--- src/rtl/core/aewd_pkg.sv ---
// Package for the ADC event word deframer.
// Holds phase codes, field positions, the result type and its packing.
// No dependencies.
package aewd_pkg;

    localparam int unsigned NUM_KEPT   = 8;
    localparam int unsigned VAL_W      = 14;
    localparam int unsigned TRIG_W     = 30;
    localparam int unsigned MOD_W      = 8;
    localparam int unsigned TALLY_W    = 16;
    localparam int unsigned COUNT_W    = 12;
    localparam int unsigned WORD_W     = 32;
    localparam int unsigned RES_BITS   = NUM_KEPT * VAL_W + TRIG_W + MOD_W + TALLY_W;
    localparam int unsigned OUT_DATA_W = ((RES_BITS + 7) / 8) * 8;

    localparam logic [1:0] PH_IDLE = 2'd0;
    localparam logic [1:0] PH_DATA = 2'd1;
    localparam logic [1:0] PH_FOOT = 2'd2;

    localparam logic [1:0]         HDR_SIG   = 2'b01;
    localparam logic [TALLY_W-1:0] TALLY_MAX = {TALLY_W{1'b1}};

    typedef logic [VAL_W-1:0] t_chan_val;

    typedef struct packed {
        logic [TALLY_W-1:0] bad_words;
        logic [MOD_W-1:0]   source_module;
        logic [TRIG_W-1:0]  trigger_count;
        t_chan_val [NUM_KEPT-1:0] chan_value;
    } t_result;

    // chan0 lands in the lowest bits, padding zeros on top
    function automatic logic [OUT_DATA_W-1:0] pack_result(input t_result res);
        logic [OUT_DATA_W-1:0] packed_word;
        packed_word = '0;
        packed_word[RES_BITS-1:0] = res;
        return packed_word;
    endfunction

endpackage

--- src/rtl/core/adc_event_word_deframer_top.sv ---
// ADC event word deframer, top level.
// Splits a stream of 32-bit readout words into events and emits one result per event.
// Readout words enter on s_axis, one word per transfer (tdata bits 31:0).
// A header (bits 31:30 equal to one) opens an event and gives the module id
// and word count; count minus one data words follow, then a footer whose
// 30-bit trigger counter closes the event. At the footer a result leaves on
// m_axis: eight channel values, trigger counter, module id and bad word tally.
// Non-header words outside an event bump a saturating 16-bit tally.
// A footer passes the input register and the decode, then loads the result
// register, which raises m_axis_tvalid. Throughput: one word per cycle while
// the result register can advance, set by the decode between the two registers.
// A stalled receiver freezes the pipe once the result register is full and held;
// s_axis_tready drops when the input register is full, until m_axis_tready returns.
// Reset (synchronous, active low) empties both registers, returns to waiting
// for a header and clears channel values, module id and tally to zero.
module adc_event_word_deframer_top
    import aewd_pkg::*;
(
    input  logic                  i_clk,
    input  logic                  i_rst_n,
    input  logic                  s_axis_tvalid,
    output logic                  s_axis_tready,
    // data_word[31:0]
    input  logic [WORD_W-1:0]     s_axis_tdata,
    output logic                  m_axis_tvalid,
    input  logic                  m_axis_tready,
    // chan0_value..chan7_value (14 each), trigger_count[30], source_module[8],
    // bad_words[16], zero padding
    output logic [OUT_DATA_W-1:0] m_axis_tdata
);

    logic              w_advance;
    logic              w_in_valid;
    logic [WORD_W-1:0] w_in_word;
    logic              w_step;
    logic              w_emit;
    t_result           w_result;

    assign w_step = w_in_valid && w_advance;

    aewd_in_reg u_in_reg (
        .i_clk     (i_clk),
        .i_rst_n   (i_rst_n),
        .i_valid   (s_axis_tvalid),
        .o_ready   (s_axis_tready),
        .i_word    (s_axis_tdata),
        .i_advance (w_advance),
        .o_valid   (w_in_valid),
        .o_word    (w_in_word)
    );

    aewd_decode u_decode (
        .i_clk    (i_clk),
        .i_rst_n  (i_rst_n),
        .i_step   (w_step),
        .i_word   (w_in_word),
        .o_emit   (w_emit),
        .o_result (w_result)
    );

    aewd_out_reg u_out_reg (
        .i_clk     (i_clk),
        .i_rst_n   (i_rst_n),
        .i_load    (w_emit),
        .i_result  (w_result),
        .o_advance (w_advance),
        .o_valid   (m_axis_tvalid),
        .i_ready   (m_axis_tready),
        .o_data    (m_axis_tdata)
    );

endmodule

--- src/rtl/core/aewd_in_reg.sv ---
// Input register stage of the ADC event word deframer.
// Captures one readout word per transfer; depends on aewd_pkg.
module aewd_in_reg
    import aewd_pkg::*;
(
    input  logic              i_clk,
    input  logic              i_rst_n,
    input  logic              i_valid,
    output logic              o_ready,
    input  logic [WORD_W-1:0] i_word,
    input  logic              i_advance,
    output logic              o_valid,
    output logic [WORD_W-1:0] o_word
);

    logic              r_valid;
    logic [WORD_W-1:0] r_word;
    logic              w_accept;

    assign o_ready  = !r_valid || i_advance;
    assign w_accept = i_valid && o_ready;
    assign o_valid  = r_valid;
    assign o_word   = r_word;

    always_ff @(posedge i_clk) begin
        if (!i_rst_n) begin
            r_valid <= 1'b0;
        end else if (w_accept) begin
            r_valid <= 1'b1;
        end else if (i_advance) begin
            r_valid <= 1'b0;
        end
    end

    always_ff @(posedge i_clk) begin
        if (w_accept) begin
            r_word <= i_word;
        end
    end

endmodule

--- src/rtl/core/aewd_decode.sv ---
// Event framing logic: phase, word countdown, channel store and bad word tally.
// Decodes one word per step and flags the footer result; depends on aewd_pkg.
module aewd_decode
    import aewd_pkg::*;
(
    input  logic              i_clk,
    input  logic              i_rst_n,
    input  logic              i_step,
    input  logic [WORD_W-1:0] i_word,
    output logic              o_emit,
    output t_result           o_result
);

    logic [1:0]               r_phase,      n_phase;
    logic [COUNT_W-1:0]       r_words_left, n_words_left;
    t_chan_val [NUM_KEPT-1:0] r_store,      n_store;
    logic [MOD_W-1:0]         r_module,     n_module;
    logic [TALLY_W-1:0]       r_tally,      n_tally;

    logic [4:0]         w_chan;
    logic [COUNT_W-1:0] w_count;
    logic [COUNT_W-1:0] w_left_dec;

    assign w_chan     = i_word[20:16];
    assign w_count    = i_word[COUNT_W-1:0];
    assign w_left_dec = r_words_left - COUNT_W'(1);

    always_comb begin
        n_phase      = r_phase;
        n_words_left = r_words_left;
        n_store      = r_store;
        n_module     = r_module;
        n_tally      = r_tally;
        o_emit       = 1'b0;
        case (r_phase)
            PH_DATA: begin
                if (w_chan < 5'(NUM_KEPT)) begin
                    n_store[w_chan[2:0]] = i_word[VAL_W-1:0];
                end
                n_words_left = w_left_dec;
                if (w_left_dec == '0) begin
                    n_phase = PH_FOOT;
                end
            end
            PH_FOOT: begin
                o_emit  = i_step;
                n_phase = PH_IDLE;
            end
            default: begin
                // idle, and the unused code behaves the same
                if (i_word[31:30] == HDR_SIG) begin
                    n_module = i_word[23:16];
                    if (w_count <= COUNT_W'(1)) begin
                        n_words_left = '0;
                        n_phase      = PH_FOOT;
                    end else begin
                        n_words_left = w_count - COUNT_W'(1);
                        n_phase      = PH_DATA;
                    end
                end else begin
                    if (r_tally != TALLY_MAX) begin
                        n_tally = r_tally + TALLY_W'(1);
                    end
                    n_phase = PH_IDLE;
                end
            end
        endcase
    end

    assign o_result.chan_value    = r_store;
    assign o_result.trigger_count = i_word[TRIG_W-1:0];
    assign o_result.source_module = r_module;
    assign o_result.bad_words     = r_tally;

    always_ff @(posedge i_clk) begin
        if (!i_rst_n) begin
            r_phase      <= PH_IDLE;
            r_words_left <= '0;
            r_store      <= '0;
            r_module     <= '0;
            r_tally      <= '0;
        end else if (i_step) begin
            r_phase      <= n_phase;
            r_words_left <= n_words_left;
            r_store      <= n_store;
            r_module     <= n_module;
            r_tally      <= n_tally;
        end
    end

`ifndef SYNTHESIS
    a_tally_monotone: assert property (@(posedge i_clk) disable iff (!i_rst_n)
        r_tally >= $past(r_tally))
        else $error("bad word tally decreased");

    a_last_data_to_foot: assert property (@(posedge i_clk) disable iff (!i_rst_n)
        i_step && r_phase == PH_DATA && r_words_left == COUNT_W'(1) |=> r_phase == PH_FOOT)
        else $error("last data word did not lead to footer");

    a_foot_to_idle: assert property (@(posedge i_clk) disable iff (!i_rst_n)
        i_step && r_phase == PH_FOOT |=> r_phase == PH_IDLE)
        else $error("footer did not close the event");
`endif

endmodule

--- src/rtl/core/aewd_out_reg.sv ---
// Result register of the ADC event word deframer.
// Holds one packed result until the receiver takes it; depends on aewd_pkg.
module aewd_out_reg
    import aewd_pkg::*;
(
    input  logic                  i_clk,
    input  logic                  i_rst_n,
    input  logic                  i_load,
    input  t_result               i_result,
    output logic                  o_advance,
    output logic                  o_valid,
    input  logic                  i_ready,
    output logic [OUT_DATA_W-1:0] o_data
);

    logic                  r_valid;
    logic [OUT_DATA_W-1:0] r_data;

    assign o_advance = !r_valid || i_ready;
    assign o_valid   = r_valid;
    assign o_data    = r_data;

    always_ff @(posedge i_clk) begin
        if (!i_rst_n) begin
            r_valid <= 1'b0;
        end else if (i_load) begin
            r_valid <= 1'b1;
        end else if (i_ready) begin
            r_valid <= 1'b0;
        end
    end

    always_ff @(posedge i_clk) begin
        if (i_load) begin
            r_data <= pack_result(i_result);
        end
    end

`ifndef SYNTHESIS
    a_load_has_room: assert property (@(posedge i_clk) disable iff (!i_rst_n)
        i_load |-> (!r_valid || i_ready))
        else $error("result loaded over an untaken result");
`endif

endmodule
--- config.mk ---
export PLATFORM = sky130hd
export DESIGN_NAME = adc_event_word_deframer_top
export DESIGN_NICKNAME = d
export VERILOG_FILES = /design/src/rtl/core/aewd_pkg.sv /design/src/rtl/core/adc_event_word_deframer_top.sv /design/src/rtl/core/aewd_in_reg.sv /design/src/rtl/core/aewd_decode.sv /design/src/rtl/core/aewd_out_reg.sv
export SDC_FILE = /design/constraint.sdc
export NUM_CORES = 1
export LEC_CHECK = 0
export CORE_UTILIZATION = 35
export CTS_CLUSTER_SIZE = 28
export DETAILED_ROUTE_END_ITERATION = 10
export DONT_BUFFER_PORTS = 1
export GPL_ROUTABILITY_DRIVEN = 1
export PLACE_DENSITY = 0.48
export SLEW_MARGIN = 25
export SYNTH_ARGS = -nofsm -noshare
export SYNTH_HDL_FRONTEND = slang
export SYNTH_SLANG_ARGS = --single-unit
--- constraint.sdc ---
create_clock -name i_clk -period 5.3 [get_ports i_clk]
set_clock_uncertainty 0.1 [all_clocks]
set_input_delay 0 -clock i_clk [delete_from_list [all_inputs] [get_ports i_clk]]
set_output_delay 0 -clock i_clk [all_outputs]
set_load 0.005 [all_outputs]
==> impl_metrics.ini <==
[clock_network]
cts_buffers = 38
clock-root-buffer = clkbuf_16
clkTransAtPathRegs_ps = 60
cts_resized = 0
cts_tree = built
ctsHtreeMaxLevel = 2
clockBufferDepth = 3
cts_sinks = 350
clock_latency_ps = 520
post-cts-setup-buffer-count = 0

[timing]
timing.final.crit_share_pct = 56.05
setup_viol = 0
tightest_slew_ps = 1020
relSlewSlack_pct = 31.91
fin_crit_ps = 2971
timing.fmax_ghz = 0.3366
fin_setup_tns_ps = 0
maxSlewViolCount = 0
hold_violations = 0
rsz0062_at_grt = no
timing.hold.ws_ps = 14.42

[worst_hold_path]
hold_depth = 1
min-delay-start = s_axis_tdata[20]
worstHoldEndpoint = u_in_reg.o_word[20]
hp-class = input port to register

[final_layout]
drive_gt1_share_pct = 9.414
regArea_sq_mm = 0.008989
num-fill-cells = 3112
fin_util_pct = 42.56
fin_cells = 1411
post-route-cell-area_sq_mm = 0.01474
syn2layout_area_growth_pct = 19.19
multi_input_area_sq_mm = 0.003157
fin_nets = 970
antenna_cells = 0

[synthesis]
synth_area_per_cell_sq_um = 14.23
yosysMostFrequentCell = edfxtp_1
synth_area_sq_mm = 0.01237
async_flop_share_pct = 0
synth_cells = 869
synth_edf_count = 198
yosys-top-cells-count = 198 x edfxtp_1, 157 x nor2_1, 152 x dfxtp_1, 121 x mux2i_1, 33 x clkbuf_1
ys_types = 60
ys.flop_type = edfxtp_1
yosysTopAreaCell = edfxtp_1
yosys-top-cells-area = edfxtp_1 48%, dfxtp_1 25%, mux2i_1 9.8%
synth_warnings = 0
synth_top_area_share_pct = 48.08
ys_ff_latch = 350
seq_area_frac_synth_pct = 72.69

[route]
drtAntennaViolNets = 0
vias = 6800
drt_wl_total_mm = 28.78
firstDrtPassIters = 5
viasPerCell = 4.819
drt_iter0_markers = 315
avgRoutedWirePerCell_microns = 20.39
drc_errors = 0

[critical_path]
worst-r2r-cell-count = 8
critical_path.max_fanout = 11
cpPeakStageDelay_ps = 560
worstPathRequired_ps = 5570
critPathKind = register to register
critPathSlowestCell = nor2_2
rr_startpoint = u_decode.r_phase[1]
critPathArrivalTime_ps = 3240
cp-end-kind = register
worstSetupStartpointType = register
r2r_end = u_decode.o_result[73]
cp_top_family = simple AND/OR/NAND/NOR gates
crit_buf_inv = 2
reg2reg_slack_ps = 2330
path_cells = inv_1, ha_1, nor3b_1, nand4_1, nor2_2, buf_4, mux2i_1, nor2_1

[placed_design]
dp.cells = 1282
dp_hpwl_mm = 16.82
portBuffers = 0
gp_congestion = 0.7645
placed_cell_area_sq_mm = 0.01281

[power_and_ir_drop]
power_density_mw_per_mm2 = 399.0
leakage_nw = 5.326
ir_drop_mv = 0.2614

[grt]
overflow = 0
grt_pass1_wl_mm = 42.51
antenna_found_initial = 0
grt_max_degree = 96
track_usage_pct = 15.65
grt_pass1_vias = 6566

[outcome]
outcome = finished, final reports clean

[run]
maxCapViolations = 0

[floorplanning]
die_h_microns = 190.0
dieArea_sq_mm = 0.03609
ioPinCount = 206
rows = 68
core_sq_mm = 0.03463
die_x_microns = 190.0
start_util_pct = 35.71
[stage by stage]
stage | setup WS (ps) | total power, mW
final | 2329 | 5.881
after global routing | 2017 | 6.081
after CTS | 2307 | 5.954
after detailed placement | 2320 | 3.137
after global placement | 2385 | 3.136
after floorplan | 222.9 | 3.075
[what timing repair did]
item / CTS / global route
endpoints found under the hold margin: 105 / 2
hold buffers: 57 / 2
setup endpoints to repair: 0 / 0
[where the power goes]
part           total, mW  leakage [nW]  internal (mW)  switching [mW]
Clock               2.77         0.647           1.71            1.06
Combinational      0.162          1.32         0.0734          0.0887
Sequential          2.95          3.36           2.88          0.0685
[worst max path at each step]
stage,from,end,slack (ps),cells past startpoint
after floorplan,u_in_reg.o_valid,u_out_reg.o_data[0],220,2
after global placement,u_decode.r_phase[1],u_decode.o_result[51],2390,7
after detailed placement,u_decode.r_phase[1],u_decode.o_result[46],2320,7
after CTS,u_decode.r_phase[1],u_decode.o_result[46],2310,7
after global routing,u_decode.r_phase[1],u_decode.o_result[72],2020,8
final,u_decode.r_phase[1],u_decode.o_result[73],2330,8
[layout by cell type, fill, tap and decap left out, drive strengths merged, types with 4 or more instances in the layout]
cell / synthesis / routed
nand2b: 4 / 4
nor2: 157 / 157
nand4: 9 / 9
dlygate4sd3: 0 / 59
a32o: 4 / 4
clkbuf: 35 / 52
mux2i: 121 / 121
xnor2: 23 / 23
nand3: 11 / 11
nor3: 14 / 14
nor4: 16 / 16
buf: 15 / 8
nand2: 13 / 13
o22ai: 4 / 4
a22oi: 4 / 4
xor2: 6 / 6
edfxtp: 198 / 198
clkinv: 0 / 10
nor3b: 4 / 4
or3: 6 / 6
o21ai: 13 / 13
a21oi: 7 / 7
bufinv: 0 / 6
inv: 11 / 12
ha: 7 / 7
dfxtp: 152 / 152
[worst register-to-register path: stages, from the launching register on]
cell,delay [ps]
dfxtp_1,320
inv_1,60
ha_1,370
nor3b_1,380
nand4_1,420
nor2_2,570
buf_4,330
mux2i_1,210
nor2_1,60
[cells by family after synthesis]
family,after synthesis,synth area share (%)
AO/OA/AOI/OAI,48,2.864
XOR/XNOR,29,2.054
adder cells (fa/ha/maj),7,0.7083
buffers and inverters,61,2.246
flip-flops,350,72.69
multiplexers,121,9.795
other,1,0.03033
AND/OR/NAND/NOR,252,9.612
[metal layers]
layer	vias up	global-route usage, %	routed length (microns)
li1	3240	-	-
met2	182	25.60	13770
met5	-	0	0
met4	0	4.063	531
met1	3333	20.81	12580
met3	45	3.616	1899
[registers in the layout, summed over array words and instances (netlist names)]
name	count
u_decode.o_result	112
u_decode.r_module	8
u_out_reg.o_data	166
u_in_reg.o_valid	1
u_decode.r_phase	2
u_out_reg.o_valid	1
u_decode.r_tally	16
u_in_reg.o_word	32
u_decode.r_words_left	12
[area by class of cell]
type	instances	area share [%]
Clock buffer	52	7.224
Sequential cell	350	60.98
Clock inverter	17	1.689
Multi-Input combinational cell	459	21.42
Tap cell	455	3.862
Inverter	11	0.2971
Timing Repair Buffer	67	4.525
Note: power is estimated with default switching activity, not from simulation.
